**config.mk**
```make
export PLATFORM = sky130hd
export DESIGN_NAME = thermistor_voltage_to_temp_top
export DESIGN_NICKNAME = d
export VERILOG_FILES = /design/src/hw/rtl/tvt_pkg.sv /design/src/hw/rtl/thermistor_voltage_to_temp_top.sv /design/src/hw/rtl/tvt_search_cell.sv /design/src/hw/rtl/tvt_div_cell.sv
export VERILOG_INCLUDE_DIRS = /design/src /design/src/hw/rtl
export SDC_FILE = /design/constraint.sdc
export NUM_CORES = 2
export LEC_CHECK = 0
export BUFFER_PORTS_ARGS = -buffer_cell sky130_fd_sc_hd__buf_2
export CORE_MARGIN = 5
export CORE_UTILIZATION = 40
export DETAILED_ROUTE_END_ITERATION = 8
export GPL_TIMING_DRIVEN = 0
export PLACE_DENSITY = 0.54
export REMOVE_ABC_BUFFERS = 1
export SYNTH_ARGS = -nofsm -noshare
export SYNTH_HDL_FRONTEND = slang
export SYNTH_SLANG_ARGS = --single-unit
```
**constraint.sdc**
```tcl
create_clock -name i_clk -period 154.8 [get_ports i_clk]
set_input_delay 38.7 -clock i_clk [delete_from_list [all_inputs] [get_ports i_clk]]
set_output_delay 38.7 -clock i_clk [all_outputs]
set_load 0.02 [all_outputs]
```
**src/hw/rtl/assert_macros.svh**
```systemverilog
// assertion macros used by the top-level rtl file
`ifndef ASSERT_MACROS_SVH
`define ASSERT_MACROS_SVH

// same-cycle implication, disabled in reset
`define TVT_ASSERT_IMPLY(lbl, clk, rst_n, ante, cons) \
    lbl: assert property (@(posedge clk) disable iff (!rst_n) (ante) |-> (cons)) \
        else $error("implication check failed");

// next-cycle implication, disabled in reset
`define TVT_ASSERT_NEXT(lbl, clk, rst_n, ante, cons) \
    lbl: assert property (@(posedge clk) disable iff (!rst_n) (ante) |=> (cons)) \
        else $error("next-cycle check failed");

`endif

```
**src/hw/rtl/tvt_pkg.sv**
```systemverilog
// types, constants and voltage table for the thermistor voltage to temperature block
package tvt_pkg;

    localparam int TablePoints = 33;
    localparam int DefinedPoints = 33;
    localparam int VoltBits = 12;
    localparam int TempBits = 15;
    localparam int QuoBits = 9;
    localparam int RemBits = 21;
    localparam int TempStart = -4000;
    localparam int TempStep = 500;

    localparam logic [VoltBits-1:0] VoltPoints [DefinedPoints] = '{
        12'd2440, 12'd2420, 12'd2400, 12'd2380, 12'd2350, 12'd2320, 12'd2270,
        12'd2230, 12'd2170, 12'd2110, 12'd2050, 12'd1990, 12'd1920, 12'd1860,
        12'd1800, 12'd1740, 12'd1680, 12'd1630, 12'd1590, 12'd1550, 12'd1510,
        12'd1480, 12'd1450, 12'd1430, 12'd1400, 12'd1380, 12'd1370, 12'd1350,
        12'd1340, 12'd1330, 12'd1320, 12'd1310, 12'd1300
    };

    // points past the defined ones read as 0 mV
    function automatic logic [VoltBits-1:0] volt_point(input int idx);
        logic [VoltBits-1:0] v;
        v = '0;
        if (idx < DefinedPoints) begin
            v = VoltPoints[idx];
        end
        return v;
    endfunction

    typedef struct packed {
        logic                       valid;
        logic [VoltBits-1:0]        voltage;
        logic                       found;
        logic [VoltBits-1:0]        diff;
        logic [VoltBits-1:0]        span;
        logic signed [TempBits-1:0] base;
    } t_srch;

    typedef struct packed {
        logic                       valid;
        logic                       found;
        logic                       zero_span;
        logic [RemBits-1:0]         rem;
        logic [VoltBits-1:0]        span;
        logic [QuoBits-1:0]         quo;
        logic signed [TempBits-1:0] base;
    } t_div;

endpackage

```
**src/hw/rtl/thermistor_voltage_to_temp_top.sv**
```systemverilog
// top level: thermistor voltage to temperature by table search and interpolation
// throughput: one beat per cycle; a row of TABLE_POINTS-1 search cells, one
// multiply stage and nine divider cells advance together while the output is free
// reset: synchronous active-low, clears all stage valid bits; no table clearing needed
module thermistor_voltage_to_temp_top #(
    parameter int TABLE_POINTS = tvt_pkg::TablePoints
) (
    input  logic        i_clk,
    input  logic        i_rst_n,
    input  logic        i_s_axis_tvalid,
    output logic        o_s_axis_tready,
    input  logic [15:0] i_s_axis_tdata,  // [11:0] voltage_mv
    output logic        o_m_axis_tvalid,
    input  logic        i_m_axis_tready,
    output logic [15:0] o_m_axis_tdata,  // [14:0] temp_centi
    output logic [0:0]  o_m_axis_tuser   // [0] out_of_range
);

    `include "assert_macros.svh"

    localparam int Segs = TABLE_POINTS - 1;
    localparam int Qb = tvt_pkg::QuoBits;
    localparam logic [tvt_pkg::VoltBits-1:0] VFirst = tvt_pkg::volt_point(0);
    localparam logic [tvt_pkg::VoltBits-1:0] VLast = tvt_pkg::volt_point(TABLE_POINTS - 1);

    logic                               w_en;
    tvt_pkg::t_srch                     w_head;
    tvt_pkg::t_srch                     w_srch [TABLE_POINTS];
    tvt_pkg::t_div                      r_mul;
    tvt_pkg::t_div                      n_mul;
    tvt_pkg::t_div                      w_div [Qb+1];
    logic                               r_out_valid;
    logic signed [tvt_pkg::TempBits-1:0] r_out_temp;
    logic                               r_out_oor;
    logic signed [tvt_pkg::TempBits-1:0] n_out_temp;

    assign w_en = !r_out_valid || i_m_axis_tready;
    assign o_s_axis_tready = w_en;

    always_comb begin
        w_head         = '0;
        w_head.valid   = i_s_axis_tvalid;
        w_head.voltage = i_s_axis_tdata[tvt_pkg::VoltBits-1:0];
    end

    assign w_srch[0] = w_head;

    for (genvar g = 0; g < Segs; g++) begin : g_srch
        tvt_search_cell #(
            .SegIdx(g)
        ) u_cell (
            .i_clk  (i_clk),
            .i_rst_n(i_rst_n),
            .i_en   (w_en),
            .i_stage(w_srch[g]),
            .o_stage(w_srch[g+1])
        );
    end

    always_comb begin
        n_mul           = '0;
        n_mul.valid     = w_srch[Segs].valid;
        n_mul.found     = w_srch[Segs].found;
        n_mul.zero_span = (w_srch[Segs].span == '0);
        n_mul.rem       = tvt_pkg::RemBits'(w_srch[Segs].diff)
                          * tvt_pkg::RemBits'(tvt_pkg::TempStep);
        n_mul.span      = w_srch[Segs].span;
        n_mul.base      = w_srch[Segs].base;
    end

    always_ff @(posedge i_clk) begin
        if (!i_rst_n) begin
            r_mul.valid <= 1'b0;
        end else if (w_en) begin
            r_mul <= n_mul;
        end
    end

    assign w_div[0] = r_mul;

    for (genvar k = 0; k < Qb; k++) begin : g_div
        tvt_div_cell #(
            .QuoBit(Qb - 1 - k)
        ) u_cell (
            .i_clk  (i_clk),
            .i_rst_n(i_rst_n),
            .i_en   (w_en),
            .i_stage(w_div[k]),
            .o_stage(w_div[k+1])
        );
    end

    always_comb begin
        n_out_temp = '0;
        if (w_div[Qb].found) begin
            if (w_div[Qb].zero_span) begin
                n_out_temp = w_div[Qb].base;
            end else begin
                n_out_temp = w_div[Qb].base + tvt_pkg::TempBits'(w_div[Qb].quo);
            end
        end
    end

    always_ff @(posedge i_clk) begin
        if (!i_rst_n) begin
            r_out_valid <= 1'b0;
        end else if (w_en) begin
            r_out_valid <= w_div[Qb].valid;
            r_out_temp  <= n_out_temp;
            r_out_oor   <= !w_div[Qb].found;
        end
    end

    assign o_m_axis_tvalid   = r_out_valid;
    assign o_m_axis_tdata    = {1'b0, r_out_temp};
    assign o_m_axis_tuser[0] = r_out_oor;

    `TVT_ASSERT_IMPLY(a_found_in_span, i_clk, i_rst_n, w_srch[Segs].valid,
        w_srch[Segs].found == ((w_srch[Segs].voltage <= VFirst)
                               && (w_srch[Segs].voltage >= VLast)))
    `TVT_ASSERT_IMPLY(a_quo_bound, i_clk, i_rst_n,
        w_div[Qb].valid && w_div[Qb].found && !w_div[Qb].zero_span,
        w_div[Qb].quo <= Qb'(tvt_pkg::TempStep))
    `TVT_ASSERT_IMPLY(a_oor_zero, i_clk, i_rst_n, o_m_axis_tvalid && o_m_axis_tuser[0],
        o_m_axis_tdata == '0)
    `TVT_ASSERT_NEXT(a_div_to_out, i_clk, i_rst_n, w_en && w_div[Qb].valid, o_m_axis_tvalid)

endmodule

```
**src/hw/rtl/tvt_search_cell.sv**
```systemverilog
// segment search cell: claims the beat if its voltage lies in this cell's table segment and no earlier cell claimed it
module tvt_search_cell #(
    parameter int SegIdx = 0
) (
    input  logic          i_clk,
    input  logic          i_rst_n,
    input  logic          i_en,
    input  tvt_pkg::t_srch i_stage,
    output tvt_pkg::t_srch o_stage
);

    localparam logic [tvt_pkg::VoltBits-1:0] Vh = tvt_pkg::volt_point(SegIdx);
    localparam logic [tvt_pkg::VoltBits-1:0] Vl = tvt_pkg::volt_point(SegIdx + 1);
    localparam int BaseInt = tvt_pkg::TempStart + tvt_pkg::TempStep * SegIdx;
    localparam logic signed [tvt_pkg::TempBits-1:0] Base = tvt_pkg::TempBits'(BaseInt);

    tvt_pkg::t_srch r_stage;
    tvt_pkg::t_srch n_stage;
    logic           w_hit;

    assign w_hit = !i_stage.found && (i_stage.voltage <= Vh) && (i_stage.voltage >= Vl);

    always_comb begin
        n_stage = i_stage;
        if (w_hit) begin
            n_stage.found = 1'b1;
            n_stage.diff  = Vh - i_stage.voltage;
            n_stage.span  = Vh - Vl;
            n_stage.base  = Base;
        end
    end

    always_ff @(posedge i_clk) begin
        if (!i_rst_n) begin
            r_stage.valid <= 1'b0;
        end else if (i_en) begin
            r_stage <= n_stage;
        end
    end

    assign o_stage = r_stage;

endmodule

```
**src/hw/rtl/tvt_div_cell.sv**
```systemverilog
// restoring divider cell: resolves one quotient bit per beat
module tvt_div_cell #(
    parameter int QuoBit = 0
) (
    input  logic         i_clk,
    input  logic         i_rst_n,
    input  logic         i_en,
    input  tvt_pkg::t_div i_stage,
    output tvt_pkg::t_div o_stage
);

    tvt_pkg::t_div               r_stage;
    tvt_pkg::t_div               n_stage;
    logic [tvt_pkg::RemBits-1:0] w_sub;

    assign w_sub = tvt_pkg::RemBits'(i_stage.span) << QuoBit;

    always_comb begin
        n_stage = i_stage;
        if (i_stage.rem >= w_sub) begin
            n_stage.rem         = i_stage.rem - w_sub;
            n_stage.quo[QuoBit] = 1'b1;
        end
    end

    always_ff @(posedge i_clk) begin
        if (!i_rst_n) begin
            r_stage.valid <= 1'b0;
        end else if (i_en) begin
            r_stage <= n_stage;
        end
    end

    assign o_stage = r_stage;

endmodule
```
==> impl_metrics.ini <==
[floorplan]
start_util = 0.403
fp.dieW_um = 432
die_h_um = 432
num_rows = 154
core_area_mm2 = 0.176
ios = 39
dieArea_mm2 = 0.186

[timing]
min_period_ps = 79910
rsz0062_at_grt = no
period_share = 0.516
drv_slew = 0
skew_ps = 42.9
tightest_slew_ps = 1250
slew_headroom = 0.165
tns_ps = 0
setup_violations = 0
max_freq_mhz = 12.5
final-hold-violation-count = 0

[logic_synthesis]
yosys-top-cells-count = edfxtp_1, nand2_1, inv_1
synth_cells = 4778
synthMuxAreaShare = 0.0170
synth_area_leader_cell = edfxtp_1
synth_compound_area_frac = 0.0549
ys_types = 81
synth_flop_cell = edfxtp_1
synth-simple-area-share = 0.114
synth_top_area_share = 0.711
yosys_register_bits = 1728
synthXorXnorAreaFrac = 0.0278
synthAdderAreaFrac = 0.0428
seq_area_frac_synth = 0.723
synth_top_family_by_area = simple AND/OR/NAND/NOR gates
synth_edf_count = 1685
synthArstFlopShare = 0
ys_top_cells_by_area = edfxtp_1, ha_1, nand2_1
synth.most_common_cell = edfxtp_1
synth_area_mm2 = 0.0712
syn_avg_cell_area_um2 = 14.9
ys_warn_count = 0

[critical_path]
setup.worst_path.class = input pin to primary output
required_ps = 116100
slowest_delay_ps = 1190
critical_path.max_fanout = 44
end_kind = primary output
crit_arrival_ps = 41210
cp_cell_sequence = buf_2, nor2b_4, clkinv_1, buf_2
start_kind = input pin
crit_top_cell = buf_2
path_buf_inv = 3
slowest_stage = clkinv_1
crit_family = buffers and inverters

[placed_design]
port-buffer-count = 33
postPlaceCellArea_mm2 = 0.0750
hpwl_mm = 74.8
place.gp.congestion = 0.769
dp.cells = 7073

[cts]
cts_tree = built
clk_latency_ps = 810
cts_resized = 0
clkSinkCount = 1728
cts_root_buf = clkbuf_16
cts_buffers = 182
clockBufferDepth = 3
holdBufCountCts = 0
path_clk_slew_ps = 60
cts_max_level = 4
cts_setup_buffers = 0

[drt]
drt_wl_total_mm = 115
post_drt_wl_per_cell_um = 15.5
via_count = 35821
drcViolationCount = 0
detail-route-antenna-nets = 0
drt-initial-drc-count = 2342
dr.pass1.iters = 5
viasPerCell = 4.84

[finish]
nets = 5152
fillers = 15466
area_growth_pct = 13.7
fin_cells = 7401
fin_area_mm2 = 0.0809
layout-drive-gt1-share = 0.116

[power_and_ir_drop]
cellPowerDensity_mw_per_mm2 = 13.9
p_leak_nw = 29.2
ir_drop_uv = 9.55

[worst_hold_path]
holdCritPathClass = register to register

[global_route]
grt_pass1_vias = 36683
grt_overflow = 0
grt_max_degree = 75
antenna_found_initial = 0
grt_usage = 0.124
grt_pass1_wl_mm = 189

[job]
cap_violations = 0

[outcome]
status = completed
power breakdown:
group          switching [mW]  internal, mW  total (mW)
clock                   0.178         0.250       0.429
combinational          0.0649        0.0527       0.118
sequential             0.0200         0.560       0.580
total                   0.263         0.863        1.13
placed cells by master, fill, tap and decap left out, types with 11 or more instances in the layout:
cell,netlist,layout
and2_1,178,177
nor2b_1,132,131
o21a_1,56,56
xor2_1,108,108
nor3_1,70,69
or4_1,18,18
o21ai_0,221,219
or2_2,108,108
and3_1,16,16
a21boi_0,56,56
a211oi_1,11,11
nor4b_1,17,15
nor4_1,38,37
clkbuf_1,119,40
mux2_2,96,96
clkinv_2,0,22
nor3b_1,17,16
a31oi_1,19,19
nand2b_1,189,189
o31a_1,13,13
nand4b_1,15,15
nand2_1,340,340
edfxtp_1,1685,1685
or3_1,19,18
nor2_1,207,204
a21o_1,46,46
nand4_1,24,24
ha_1,168,168
bufinv_16,0,16
buf_16,0,32
xnor2_1,118,118
clkinv_1,3,36
inv_1,248,248
a21oi_1,121,118
dfxtp_1,43,43
buf_2,0,33
fa_1,47,47
nand3_1,62,58
clkbuf_16,0,185
worst paths after layout:
path	from	to	slack [ps]	cells after the start
setup / recovery	i_m_axis_tready	o_s_axis_tready	74890	4
hold / removal	g_div[7].u_cell.o_stage[14]$_DFFE_PP_	g_div[8].u_cell.o_stage[14]$_DFFE_PP_	390	0
setup reg to reg	o_m_axis_tvalid$_SDFFE_PN0N_	g_srch[30].u_cell.o_stage[12]$_SDFFCE_PP0P_	149850	9
hold reg to reg	g_div[7].u_cell.o_stage[14]$_DFFE_PP_	g_div[8].u_cell.o_stage[14]$_DFFE_PP_	390	0
metrics by stage:
stage                     total power, mW  hold WS, ps   util  setup slack (ps)
after floorplan                     0.709          400      -             74550
after global placement              0.753          401  0.418             59340
after detailed placement            0.709          405  0.425             74830
after CTS                            1.14          374  0.459             74830
after global routing                 1.18          386  0.459             74570
final                                1.13          386  0.459             74890
sequential cells by signal, summed over array words and instances (netlist names):
signal,flops
g_div.u_cell.o_stage,389
g_srch.u_cell.o_stage,1281
o_m_axis_tuser,1
o_m_axis_tvalid,1
r_mul,41
r_out_temp,15
cell families after synthesis:
logic type,Yosys count
AOI/OAI and AO/OA,623
xor gates and xnor gates,226
buffers and inverters,376
other,1
adders and majority gates,215
muxes,108
DFF,1728
and+or+nand+nor,1501
final cells by class:
cell class	count	area (µm²)	share of cell area
repair buffers	77	1170	0.0145
multi-input cells	2677	18500	0.228
clock buffers	232	4880	0.0602
well taps	2340	2930	0.0362
diodes	1	2.50	0.0000309
inverters	251	942	0.0116
flip-flops and latches	1728	51500	0.636
clock inverters	95	1090	0.0135
per-layer routing:
| layer | track usage | vias to the layer above | wire length, µm |
|---|---|---|---|
| met1 | 0.143 | 17446 | 47200 |
| met2 | 0.230 | 421 | 60500 |
| met4 | 0.0448 | 0 | 3420 |
| li1 | - | 17717 | - |
| met5 | 0 | - | 0 |
| met3 | 0.0235 | 237 | 3590 |
No activity file was read; power rests on OpenSTA's default activity.
